$ cat src/sv/pedist_pkg.sv
`timescale 1ns / 1ps
package pedist_pkg;

  // request codes
  localparam logic [1:0] REQ_LOAD_A  = 2'd0;
  localparam logic [1:0] REQ_LOAD_B  = 2'd1;
  localparam logic [1:0] REQ_COMPUTE = 2'd2;

  // register indexes
  localparam logic CFG_LEN_A = 1'b0;
  localparam logic CFG_LEN_B = 1'b1;

  localparam int PROB_W   = 16;
  localparam int PROD_W   = 2 * PROB_W;
  localparam int DIST_W   = 27;
  localparam int SUM_W    = 30;
  localparam int GAP_W    = 19;
  localparam int MSUM_W   = 19;
  localparam int REM_W    = PROB_W + 2;
  localparam int SQ_CNT_W = 4;
  localparam int LEN_W    = 9;
  localparam logic [SQ_CNT_W-1:0] SQ_LAST = SQ_CNT_W'(PROB_W - 1);
  localparam logic signed [SUM_W-1:0] Q_TWO = SUM_W'(65536);
  localparam logic signed [SUM_W-1:0] DIST_MAX = SUM_W'(67108863);
  localparam logic signed [SUM_W-1:0] DIST_MIN = -SUM_W'(67108864);

  typedef enum logic [3:0] {
    ST_IDLE, ST_ZERO, ST_RD, ST_MUL, ST_SQ, ST_ACC, ST_ROWRD, ST_UPD, ST_DONE
  } state_t;

  typedef enum logic [1:0] {PH_INIT, PH_ROW0, PH_CELL} phase_t;

  typedef enum logic [2:0] {UPD_NONE, UPD_ZERO, UPD_INIT, UPD_ROW0, UPD_CELL} upd_t;

  typedef struct packed {
    logic ld_a;
    logic ld_b;
    logic prof_rd;
    logic clr_ga;
    logic clr_cell;
    logic mul;
    logic acc_ga;
    logic acc_gb;
    logic sq_step;
    logic sq_acc;
    logic row_rd;
    upd_t upd;
    logic out_load;
  } cmd_t;

endpackage

$ cat src/sv/pedist_ctrl.sv
`timescale 1ns / 1ps
module pedist_ctrl import pedist_pkg::*; #(
  parameter int MAX_LEN     = 256,
  parameter int PROFILE_DIM = 3,
  parameter int SW          = 10,
  parameter int LW          = 9
) (
  input  logic             clk,
  input  logic             rst,
  input  logic             s_tvalid,
  output logic             s_tready,
  input  logic [1:0]       req_type,
  output logic             m_tvalid,
  input  logic             m_tready,
  input  logic             cfg_we,
  input  logic             cfg_index,
  input  logic [LEN_W-1:0] cfg_data,
  output cmd_t             cmd,
  output logic [SW-1:0]    a_addr,
  output logic [SW-1:0]    b_addr,
  output logic [LW-1:0]    row_addr
);

  localparam int KW = (PROFILE_DIM > 1) ? $clog2(PROFILE_DIM) : 1;
  localparam logic [KW-1:0] K_LAST = KW'(PROFILE_DIM - 1);

  state_t state, state_next;
  phase_t phase, phase_next;
  logic [LW-1:0] i, i_next, j, j_next, na, na_next, nb, nb_next;
  logic [KW-1:0] k, k_next;
  logic [SQ_CNT_W-1:0] sq_cnt, sq_cnt_next;
  logic [LEN_W-1:0] len_a, len_b;
  logic m_tvalid_next;
  logic accept;

  assign accept = s_tvalid && s_tready;

  // profile addresses of the current position pair
  assign a_addr = SW'((32'(i) - 32'd1) * PROFILE_DIM + 32'(k));
  assign b_addr = SW'((32'(j) - 32'd1) * PROFILE_DIM + 32'(k));

  // length registers
  always_ff @(posedge clk) begin
    if (rst) begin
      len_a <= '0;
      len_b <= '0;
    end else if (cfg_we) begin
      if (cfg_index == CFG_LEN_A) len_a <= cfg_data;
      if (cfg_index == CFG_LEN_B) len_b <= cfg_data;
    end
  end

  // state and counters
  always_ff @(posedge clk) begin
    if (rst) begin
      state    <= ST_IDLE;
      phase    <= PH_INIT;
      i        <= '0;
      j        <= '0;
      k        <= '0;
      na       <= '0;
      nb       <= '0;
      sq_cnt   <= '0;
      m_tvalid <= 1'b0;
    end else begin
      state    <= state_next;
      phase    <= phase_next;
      i        <= i_next;
      j        <= j_next;
      k        <= k_next;
      na       <= na_next;
      nb       <= nb_next;
      sq_cnt   <= sq_cnt_next;
      m_tvalid <= m_tvalid_next;
    end
  end

  // sequencer
  always_comb begin
    state_next    = state;
    phase_next    = phase;
    i_next        = i;
    j_next        = j;
    k_next        = k;
    na_next       = na;
    nb_next       = nb;
    sq_cnt_next   = sq_cnt;
    m_tvalid_next = m_tvalid && !m_tready;
    s_tready      = 1'b0;
    cmd           = '0;
    cmd.upd       = UPD_NONE;
    row_addr      = (phase == PH_ROW0) ? '0 : j;
    case (state)
      ST_IDLE: begin
        s_tready = 1'b1;
        if (accept) begin
          if (req_type == REQ_LOAD_A) cmd.ld_a = 1'b1;
          if (req_type == REQ_LOAD_B) cmd.ld_b = 1'b1;
          if (req_type == REQ_COMPUTE) begin
            na_next    = (32'(len_a) > MAX_LEN) ? LW'(MAX_LEN) : LW'(len_a);
            nb_next    = (32'(len_b) > MAX_LEN) ? LW'(MAX_LEN) : LW'(len_b);
            state_next = ST_ZERO;
          end
        end
      end
      ST_ZERO: begin
        cmd.upd  = UPD_ZERO;
        row_addr = '0;
        k_next   = '0;
        j_next   = LW'(1);
        i_next   = LW'(1);
        if (nb != '0) begin
          phase_next = PH_INIT;
          state_next = ST_RD;
        end else if (na != '0) begin
          phase_next = PH_ROW0;
          state_next = ST_RD;
        end else begin
          state_next = ST_DONE;
        end
      end
      ST_RD: begin
        cmd.prof_rd = 1'b1;
        if (k == '0) begin
          cmd.clr_ga   = (phase == PH_ROW0);
          cmd.clr_cell = (phase != PH_ROW0);
        end
        state_next = ST_MUL;
      end
      ST_MUL: begin
        cmd.mul    = 1'b1;
        cmd.acc_ga = (phase == PH_ROW0);
        cmd.acc_gb = (phase != PH_ROW0);
        sq_cnt_next = '0;
        state_next = (phase == PH_CELL) ? ST_SQ : ST_ACC;
      end
      ST_SQ: begin
        cmd.sq_step = 1'b1;
        sq_cnt_next = sq_cnt + 1'b1;
        if (sq_cnt == SQ_LAST) state_next = ST_ACC;
      end
      ST_ACC: begin
        cmd.sq_acc = (phase == PH_CELL);
        if (k == K_LAST) begin
          k_next     = '0;
          state_next = ST_ROWRD;
        end else begin
          k_next     = k + 1'b1;
          state_next = ST_RD;
        end
      end
      ST_ROWRD: begin
        cmd.row_rd = 1'b1;
        state_next = ST_UPD;
      end
      ST_UPD: begin
        state_next = ST_RD;
        case (phase)
          PH_INIT: begin
            cmd.upd = UPD_INIT;
            if (j == nb) begin
              if (na == '0) state_next = ST_DONE;
              else begin
                i_next     = LW'(1);
                phase_next = PH_ROW0;
              end
            end else begin
              j_next = j + 1'b1;
            end
          end
          PH_ROW0: begin
            cmd.upd = UPD_ROW0;
            if (nb == '0) begin
              if (i == na) state_next = ST_DONE;
              else i_next = i + 1'b1;
            end else begin
              j_next     = LW'(1);
              phase_next = PH_CELL;
            end
          end
          PH_CELL: begin
            cmd.upd = UPD_CELL;
            if (j == nb) begin
              if (i == na) state_next = ST_DONE;
              else begin
                i_next     = i + 1'b1;
                phase_next = PH_ROW0;
              end
            end else begin
              j_next = j + 1'b1;
            end
          end
          default: state_next = ST_IDLE;
        endcase
      end
      ST_DONE: begin
        if (!m_tvalid || m_tready) begin
          cmd.out_load  = 1'b1;
          m_tvalid_next = 1'b1;
          state_next    = ST_IDLE;
        end
      end
      default: state_next = ST_IDLE;
    endcase
  end

endmodule

$ cat config.mk
export PLATFORM = sky130hd
export DESIGN_NAME = pedist_ctrl
export DESIGN_NICKNAME = d
export VERILOG_FILES = /design/src/sv/pedist_pkg.sv /design/src/sv/pedist_ctrl.sv
export SDC_FILE = /design/constraint.sdc
export NUM_CORES = 1
export LEC_CHECK = 0
export BUFFER_PORTS_ARGS = -buffer_cell sky130_fd_sc_hd__clkbuf_2
export CAP_MARGIN = 0
export CORE_MARGIN = 1
export CORE_UTILIZATION = 55
export DETAILED_ROUTE_END_ITERATION = 16
export MAX_ROUTING_LAYER = met4
export PLACE_DENSITY = 0.76
export SYNTH_ARGS = -nofsm -noshare
export SYNTH_HDL_FRONTEND = slang
export SYNTH_SLANG_ARGS = --single-unit
$ cat constraint.sdc
create_clock -name clk -period 6.1 [get_ports clk]
set_clock_uncertainty 0.05 [all_clocks]
set_input_delay 1.22 -clock clk [delete_from_list [all_inputs] [get_ports clk]]
set_output_delay 1.22 -clock clk [all_outputs]
set_load 0.03 [all_outputs]
==> reports/metrics.yaml, run 1 <==
place_congestion: 0.907
tightest_slew_ns: 1.09
p_leak_nw: 2.26
cts_tree: "built"
use_met3: 0.0351
synth_area_leader_cell: "dfxtp_1"
synth_nets: 697
fin_ws_ns: 0.855
cts-buffers-inserted: 9
dpl-instance-area_um2: 5340
synth_top_area_share: 0.263
hold_buffers: 0
die_w_um: 98.3
p_per_area_nw_per_um2: 297
synth.distinct_cells: 65
synthCells: 617
endpoint_kind: "output pin"
num-fill-cells: 804
drive_gt1_frac: 0.150
synth_simple_gate_area_share: 0.264
area_growth_pct: 8.56
p_seq_frac: 0.280
reg2regPathDepth: 7
dp_hpwl_mm: 8.58
synthXorXnorAreaFrac: 0.101
synth-compound-area-share: 0.147
ios: 63
grt_max_degree: 62
period_needed_ns: 5.24
clock_latency_ns: 0.35
finalNonFillerCells: 770
clock_sinks: 67
dr.pass1.iters: 7
vias: 4531
grt_antenna_before_repair: 0
die-height_um: 98.3
switching_share: 0.425
rows: 34
p_switching_mw: 0.700
dieArea_um2: 9670
pwr-share-comb: 0.490
place_ws_ns: 1.24
rsz0062_at_grt: "no"
ant_nets: 0
vdd_drop_max_uv: 150
final_cell_area_um2: 5540
yosys_warnings: 0
synthFlopType: "dfxtp_1"
r2r-end: "i[4]"
n_antenna_cell: 0
hold_path_class: "reg -> reg"
holdPathEnd: "len_b[7]"
post_drt_wl_per_cell_um: 14.8
fin_crit_sh: 0.860
synth_edf_count: 0
slew_violations: 0
crit_type: "reg -> out"
fmax_mhz: 191
outcome: "finished, final reports clean"
netlist_area_um2: 5100
slew_headroom: 0.273
synth_fa_ha_area_frac: 0.157
syn_area_per_cell_um2: 8.27
cp-start-kind: "flop"
synth.area.mux_share: 0.00809
crit_fanout: 9
root_buffer: "clkbuf_8"
portBuffers: 62
maxCapViolations: 0
initial_core_util: 0.577
clockPowerShare: 0.231
hold_depth: 2
rr_startpoint: "phase[0]"
viasPerCell: 5.88
setup_violations: 0
final_net_count: 737
cts_setup_buffers: 0
finalHoldViolCount: 0
h-tree-depth: 3
grt_pass1_vias: 4136
grt_use_met2: 0.408
reg2reg_slack_ns: 3.37
place_inst: 754
synth-seq-cells: 67
cp.arrival_ns: 3.97
p_int_mw: 0.945
cts_resized: 0
drt_iter0_markers: 314
critPathRequiredTime_ns: 4.83
grt_overflow: 0
use_met1: 0.314
core_um2: 8850
min_from: "len_b[7]"
finalSetupTns_ns: 0
async_flop_share: 0
cts.path.max_buffers: 2
routed_wirelength_mm: 11.4
clk_pin_slew_ns: 0.07
final_util: 0.626
synth_top_family_by_area: "simple AND/OR/NAND/NOR gates"
synth_area_leaders: "dfxtp_1 26%, ha_1 15%, xnor2_1 8.1%, a21oi_1 5.5%, nand2_1 5.0%"
grt_pass1_wl_mm: 19.0
crit_start: "j[0]"
track_usage: 0.249
grt-busiest-layer: "met2"
route.detailed.drc: 0
ys_seq_area_frac: 0.263
-- area by class of cell --
| type | instances | area [um2] | share of cell area |
|---|---|---|---|
| Inverter | 22 | 82.6 | 0.0149 |
| Multi-Input combinational cell | 494 | 3460 | 0.625 |
| Timing Repair Buffer | 63 | 318 | 0.0574 |
| Tap cell | 108 | 135 | 0.0244 |
| Sequential cell | 67 | 1340 | 0.242 |
| Clock inverter | 5 | 61.3 | 0.0111 |
| Clock buffer | 11 | 141 | 0.0255 |
-- per-stage QoR --
stage / total power [mW] / hold slack, ns
2_1_floorplan: 1.10 / 0.386
3_3_place_gp: 1.26 / 0.398
3_5_place_dp: 1.28 / 0.399
4_1_cts: 1.66 / 0.409
5_1_grt: 1.75 / 0.434
6_report: 1.64 / 0.411
-- synth_stat cells, types with 4 or more instances --
cell type	instances
nand2_1	68
o21a_1	4
a32o_1	6
nor3_1	22
and3_1	4
nand4_1	5
nor2b_1	7
xor2_1	12
nand3b_1	19
nor2_1	41
a21o_1	5
nand3_1	31
buf_2	5
a21oi_1	56
nor4_1	8
buf_6	4
o21ai_0	14
inv_1	21
nor3b_1	5
clkbuf_1	17
nand2b_1	8
clkbuf_8	5
dfxtp_1	67
ha_1	61
and3_2	5
and2_1	10
xnor2_1	47
or3_1	4
-- registers in the layout, indices dropped and copies added (netlist names) --
name	flops
nb	9
phase	2
len_b	9
j	9
i	9
m_tvalid	1
sq_cnt	4
len_a	9
na	9
state	4
k	2
-- cell families after synthesis --
logic type / after synthesis
simple gates: 252
compound gates: 116
flops: 67
fa+ha+maj: 63
xor+xnor: 59
buf+inv: 56
mux: 4
-- critical path: stages (launching register included) --
cell and delay, ns:
dfxtp_1 0.52, inv_1 0.17, ha_1 0.25, xor2_1 0.16, ha_1 0.32, ha_1 0.34, fa_1 0.47, a21o_1 0.17
a21oi_1 0.23, nor2b_1 0.08, o21a_1 0.19, o41a_1 0.32, xnor2_1 0.18, clkbuf_2 0.23
-- power by group through the flow --
stage / sequential, mW / clock (mW) / combinational, mW
finish: 0.460 / 0.379 / 0.806
global route: 0.462 / 0.402 / 0.886
CTS: 0.460 / 0.384 / 0.813
detailed placement: 0.470 / 0 / 0.807
global placement: 0.470 / 0 / 0.786
floorplan: 0.465 / 0 / 0.639
-- worst max-delay path by stage --
stage	cells past startpoint	end	slack, ns
final	13	b_addr[9]	0.86
after floorplan	13	b_addr[9]	1.20
after detailed placement	13	b_addr[9]	1.24
after global routing	14	a_addr[9]	0.70
after global placement	13	b_addr[9]	1.34
after CTS	13	b_addr[9]	0.85
-- per-layer routing --
metal | part of all wire | vias to the layer above
met5 | 0 | -
met4 | 0.0087 | 0
met1 | 0.45 | 2099
li1 | - | 2258
met2 | 0.48 | 163
met3 | 0.060 | 11
-- cells in the final DEF (no fill, tap or decap), drive strengths merged, types with 4 or more instances in the layout --
cell type and count:
a21o 5, a21oi 56, a32o 6, and2 11, and3 9, clkbuf 73, clkinv 4, dfxtp 67
ha 61, inv 22, nand2 68, nand2b 8, nand3 31, nand3b 19, nand4 5, nor2 41
nor2b 7, nor3 22, nor3b 5, nor4 11, o21a 4, o21ai 16, o31ai 4, or3 4
xnor2 47, xor2 12
Power figures use the tool's default switching activity.
==> inputs of run 2 (changes only) <==
Settings changed: CAP_MARGIN 0 to unset, CTS_BUF_LIST set to sky130_fd_sc_hd__clkbuf_4 sky130_fd_sc_hd__clkbuf_8.
==> run 2 against run 1 <==
Effect of this change: non-clock buffer count unchanged; highest routed layer unchanged; clock-buffer cell count unchanged; sequential power barely moved; maximum frequency hardly changed; via count rose by 0.15%.
==> reports/metrics.yaml, run 2 (synthesis results as in run 1) <==
outcome: "finished, final reports clean"  # unchanged
portBuffers: 62  # unchanged
p_leak_nw: 2.27  # was 2.26 nW
ant_nets: 0  # unchanged
grt_overflow: 0  # unchanged
endpoint_kind: "output pin"  # unchanged
finalHoldViolCount: 0  # unchanged
rsz0062_at_grt: "no"  # unchanged
grt_pass1_wl_mm: 19.0  # unchanged
n_antenna_cell: 0  # unchanged
clockPowerShare: 0.233  # was 0.231
p_int_mw: 0.949  # was 0.945 mW
reg2reg_slack_ns: 3.38  # was 3.37 ns
vias: 4538  # was 4,531
route.detailed.drc: 0  # unchanged
tightest_slew_ns: 1.08  # was 1.09 ns
cp.arrival_ns: 3.97  # about the same
slew_headroom: 0.276  # was 0.273
slew_violations: 0  # unchanged
switching_share: 0.425  # about the same
setup_violations: 0  # unchanged
reg2regPathDepth: 7  # unchanged
dp_hpwl_mm: 8.58  # unchanged
hold_buffers: 0  # unchanged
critPathRequiredTime_ns: 4.83  # about the same
cts_setup_buffers: 0  # unchanged
place_inst: 754  # unchanged
grt_antenna_before_repair: 0  # unchanged
initial_core_util: 0.577  # unchanged
cpPeakStageDelay_ns: 0.52  # about the same
cts_resized: 0  # unchanged
drt_iter0_markers: 314  # unchanged
min_from: "len_b[2]"  # was len_b[7]
grt_pass1_vias: 4136  # unchanged
grt_max_degree: 62  # unchanged
holdPathEnd: "len_b[2]"  # was len_b[7]
cts_tree: "built"  # unchanged
clock_sinks: 67  # unchanged
place_congestion: 0.907  # unchanged
ios: 63  # unchanged
drive_gt1_frac: 0.151  # was 0.150
crit_top_cell: "ha_1"  # unchanged
h-tree-depth: 3  # unchanged
mostFrequentLayoutCells: "68 x nand2_1, 67 x dfxtp_1, 62 x clkbuf_2, 61 x ha_1, 56 x a21oi_1"  # unchanged
die-height_um: 98.3  # unchanged
final_net_count: 737  # unchanged
viasPerCell: 5.89  # was 5.88
hold_path_class: "reg -> reg"  # unchanged
dieArea_um2: 9670  # unchanged
cp-start-kind: "flop"  # unchanged
maxCapViolations: 0  # unchanged
core_um2: 8850  # unchanged
crit_chain: "inv_1, ha_1, xor2_1, ha_1, ha_1, fa_1, a21o_1, a21oi_1, nor2b_1, o21a_1, o41a_1, xnor2_1, clkbuf_2"  # unchanged
crit_type: "reg -> out"  # unchanged
area_growth_pct: 8.63  # was 8.56%
r2r-end: "i[4]"  # unchanged
finalSetupTns_ns: 0  # unchanged
dr.pass1.iters: 7  # unchanged
whs_ns: 0.410  # was 0.411 ns
fin_crit_sh: 0.860  # about the same
cts.path.max_buffers: 2  # unchanged
routed_wirelength_mm: 11.4  # about the same
die_w_um: 98.3  # unchanged
fmax_mhz: 191  # about the same
root_buffer: "clkbuf_8"  # unchanged
finalNonFillerCells: 770  # unchanged
p_switching_mw: 0.700  # about the same
clk_pin_slew_ns: 0.07  # about the same
track_usage: 0.249  # unchanged
p_seq_frac: 0.279  # was 0.280
crit_start: "j[0]"  # unchanged
fin_ws_ns: 0.855  # about the same
vdd_drop_max_uv: 150  # about the same
p_per_area_nw_per_um2: 298  # was 297 nW/um2
crit_fanout: 9  # unchanged
post_drt_wl_per_cell_um: 14.8  # about the same
period_needed_ns: 5.24  # about the same
clock_latency_ns: 0.35  # about the same
place_ws_ns: 1.24  # unchanged
cpMaxStageDelayCell: "dfxtp_1"  # unchanged
hold_depth: 2  # unchanged
rows: 34  # unchanged
pwr-share-comb: 0.488  # was 0.490
rr_startpoint: "phase[0]"  # unchanged
cts-buffers-inserted: 9  # unchanged
mostFrequentLayoutCell: "nand2_1"  # unchanged
-- run 2: cell counts in the layout (fill, tap and decap cells not counted) --
No cell type changed its count.
-- run 2: power by group through the flow --
stage,combinational [mW],clock (mW),sequential [mW]
after detailed placement,0.807,0,0.470
after CTS,0.813,0.388,0.460
after floorplan,0.639,0,0.465
final,0.805,0.384,0.460
after global placement,0.786,0,0.470
after global routing,0.886,0.407,0.462
-- run 2: final cells by class --
type	count	area [um2]
Clock buffer	11	145
Clock inverter	5	61.3
Fill cell	803	3310
Inverter	22	82.6
Multi-Input combinational cell	494	3460
Sequential cell	67	1340
Tap cell	108	135
Timing Repair Buffer	63	318
-- run 2: metal layers --
metal,track usage,up-vias,wire length (um)
li1,-,2260,-
met1,0.314,2111,5180
met2,0.408,156,5480
met3,0.0351,11,638
met4,0.0838,0,102
met5,-,-,0
-- run 2: worst max-delay path, delay by kind of cell (launching register included) --
family,cells,cell delay (ns)
AO/OA/AOI/OAI,4,0.91
adder cells (fa/ha/maj),4,1.38
buffers and inverters,2,0.40
flip-flops,1,0.52
XOR/XNOR,2,0.34
AND/OR/NAND/NOR,1,0.08
-- run 2: per-stage QoR --
step	utilization	cell area, um2	power [mW]
after floorplan	-	5100	1.10
after global placement	0.603	5340	1.26
after detailed placement	0.603	5340	1.28
after CTS	0.626	5540	1.66
after global routing	0.626	5540	1.75
final	0.626	5540	1.65
-- run 2: worst max path at each step --
stage                     end  slack, ns
floorplan           b_addr[9]       1.20
global placement    b_addr[9]       1.34
detailed placement  b_addr[9]       1.24
CTS                 b_addr[9]       0.85
global route        a_addr[9]       0.70
finish              b_addr[9]       0.86
==> inputs of run 3 (changes only) <==
==> constraint.sdc (replaced) <==
create_clock -name clk -period 6.1 [get_ports clk]
set_clock_uncertainty 0.05 [all_clocks]
set_input_delay 0.61 -clock clk [delete_from_list [all_inputs] [get_ports clk]]
set_output_delay 0.61 -clock clk [all_outputs]
set_load 0.03 [all_outputs]
==> run 3 against run 2 <==
Effect of this change: flip-flop and latch count unchanged; utilization up 0.49 points; cell count stayed put; final area is 0.79% higher; worst hold slack got worse by 0.0032 ns; critical path type unchanged; largest power group unchanged; highest routed layer unchanged.
==> reports/metrics.yaml, run 3 (synthesis results as in run 1) <==
outcome: "finished, final reports clean"  # unchanged
portBuffers: 62  # unchanged
total_power_mw: 1.72  # was 1.65 mW
drive_gt1_frac: 0.151  # unchanged
finalHoldViolCount: 0  # unchanged
cts_setup_buffers: 0  # unchanged
vdd_drop_max_uv: 152  # was 150 uV
rows: 34  # unchanged
fmax_mhz: 215  # was 191 MHz
crit_type: "reg -> out"  # unchanged
cts_tree: "built"  # unchanged
root_buffer: "clkbuf_8"  # unchanged
cp-start-kind: "flop"  # unchanged
dp_hpwl_mm: 8.52  # was 8.58 mm
top_layer: "met4"  # unchanged
cp.arrival_ns: 3.98  # was 3.97 ns
vias: 4532  # was 4,538
dr.pass1.iters: 7  # unchanged
slew_headroom: 0.262  # was 0.276
endpoint_kind: "output pin"  # unchanged
p_per_area_nw_per_um2: 308  # was 298 nW/um2
mostFrequentLayoutCells: "68 x nand2_1, 67 x dfxtp_1, 62 x clkbuf_2, 61 x ha_1, 56 x a21oi_1"  # unchanged
initial_core_util: 0.577  # unchanged
routed_wirelength_mm: 11.3  # was 11.4 mm
met1_length_mm: 5.14  # was 5.18 mm
tightest_slew_ns: 1.10  # was 1.08 ns
clock_sinks: 67  # unchanged
critPathRequiredTime_ns: 5.44  # was 4.83 ns
routed-wl-met2_mm: 5.43  # was 5.48 mm
dieArea_um2: 9670  # unchanged
finalNonFillerCells: 770  # unchanged
mostFrequentLayoutCell: "nand2_1"  # unchanged
setup_violations: 0  # unchanged
whs_ns: 0.407  # was 0.410 ns
area_growth_pct: 9.49  # was 8.63%
n_antenna_cell: 0  # unchanged
place_inst: 754  # unchanged
fin_ws_ns: 1.46  # was 0.855 ns
rsz0062_at_grt: "no"  # unchanged
place_congestion: 0.907  # about the same
hold_buffers: 0  # unchanged
grt_max_degree: 62  # unchanged
p_leak_nw: 2.28  # was 2.27 nW
die-height_um: 98.3  # unchanged
seqCellArea_um2: 1340  # unchanged
fin_crit_sh: 0.761  # was 0.860
dpl-instance-area_um2: 5340  # unchanged
die_w_um: 98.3  # unchanged
grt_overflow: 0  # unchanged
clk_pin_slew_ns: 0.07  # about the same
grt_pass1_wl_mm: 19.5  # was 19.0 mm
drt_iter0_markers: 333  # was 314
crit_fanout: 9  # unchanged
post_drt_wl_per_cell_um: 14.6  # was 14.8 um
num-fill-cells: 774  # was 803
multi_input_area_um2: 3460  # unchanged
track_usage: 0.252  # was 0.249
cts-buffers-inserted: 9  # unchanged
finalSetupTns_ns: 0  # unchanged
cts.path.max_buffers: 2  # unchanged
cts_resized: 0  # unchanged
h-tree-depth: 3  # unchanged
final_util: 0.631  # was 0.626
final_cell_area_um2: 5590  # was 5540 um2
ant_nets: 0  # unchanged
routed-wl-met3_um: 585  # was 638 um
grt_antenna_before_repair: 0  # unchanged
maxCapViolations: 0  # unchanged
clock_latency_ns: 0.34  # was 0.35 ns
route.detailed.drc: 0  # unchanged
grt_pass1_vias: 4263  # was 4,136
core_um2: 8850  # unchanged
place_ws_ns: 1.83  # was 1.24 ns
hold_path_class: "reg -> reg"  # unchanged
slew_violations: 0  # unchanged
final_net_count: 737  # unchanged
viasPerCell: 5.89  # about the same
ios: 63  # unchanged
period_needed_ns: 4.64  # was 5.24 ns
-- run 3: cell types whose count changed in the layout (fill, tap and decap cells not counted), sizes merged --
cell    delta
inv        -1
bufinv     +2
clkbuf     -1
-- run 3: metal layers --
metal | vias up | global-route usage
li1 | 2260 | -
met1 | 2113 | 0.319
met2 | 146 | 0.418
met3 | 13 | 0.0336
met4 | 0 | 0.0781
met5 | - | -
-- run 3: final cells by class --
type,instances,area share
flip-flops and latches,67,0.240
multi-input cells,494,0.619
repair buffers,63,0.0569
clock buffers,10,0.0246
well taps,108,0.0242
clock inverters,6,0.0202
inverters,22,0.0148
-- run 3: worst paths after layout --
| path | start | end | slack (ns) | cells after the start |
|---|---|---|---|---|
| worst max-delay path | j[0] | b_addr[9] | 1.46 | 13 |
| worst min-delay path | len_b[3] | len_b[3] | 0.41 | 2 |
| worst min register to register | len_b[3] | len_b[3] | 0.41 | 2 |
| worst max register to register | phase[0] | i[4] | 3.47 | 7 |
-- run 3: critical path, cell delays in order (launching register included) --
cell	delay, ns
dfxtp_1	0.54
inv_1	0.18
ha_1	0.26
xor2_1	0.16
ha_1	0.32
ha_1	0.34
fa_1	0.47
a21o_1	0.17
a21oi_1	0.22
nor2b_1	0.08
o21a_1	0.18
o41a_1	0.32
xnor2_1	0.18
clkbuf_2	0.23
-- run 3: power breakdown --
group          total, mW  internal, mW  switching, mW
registers          0.461         0.447         0.0131
clock network      0.455         0.283          0.172
logic              0.803         0.296          0.508
total               1.72          1.03          0.692
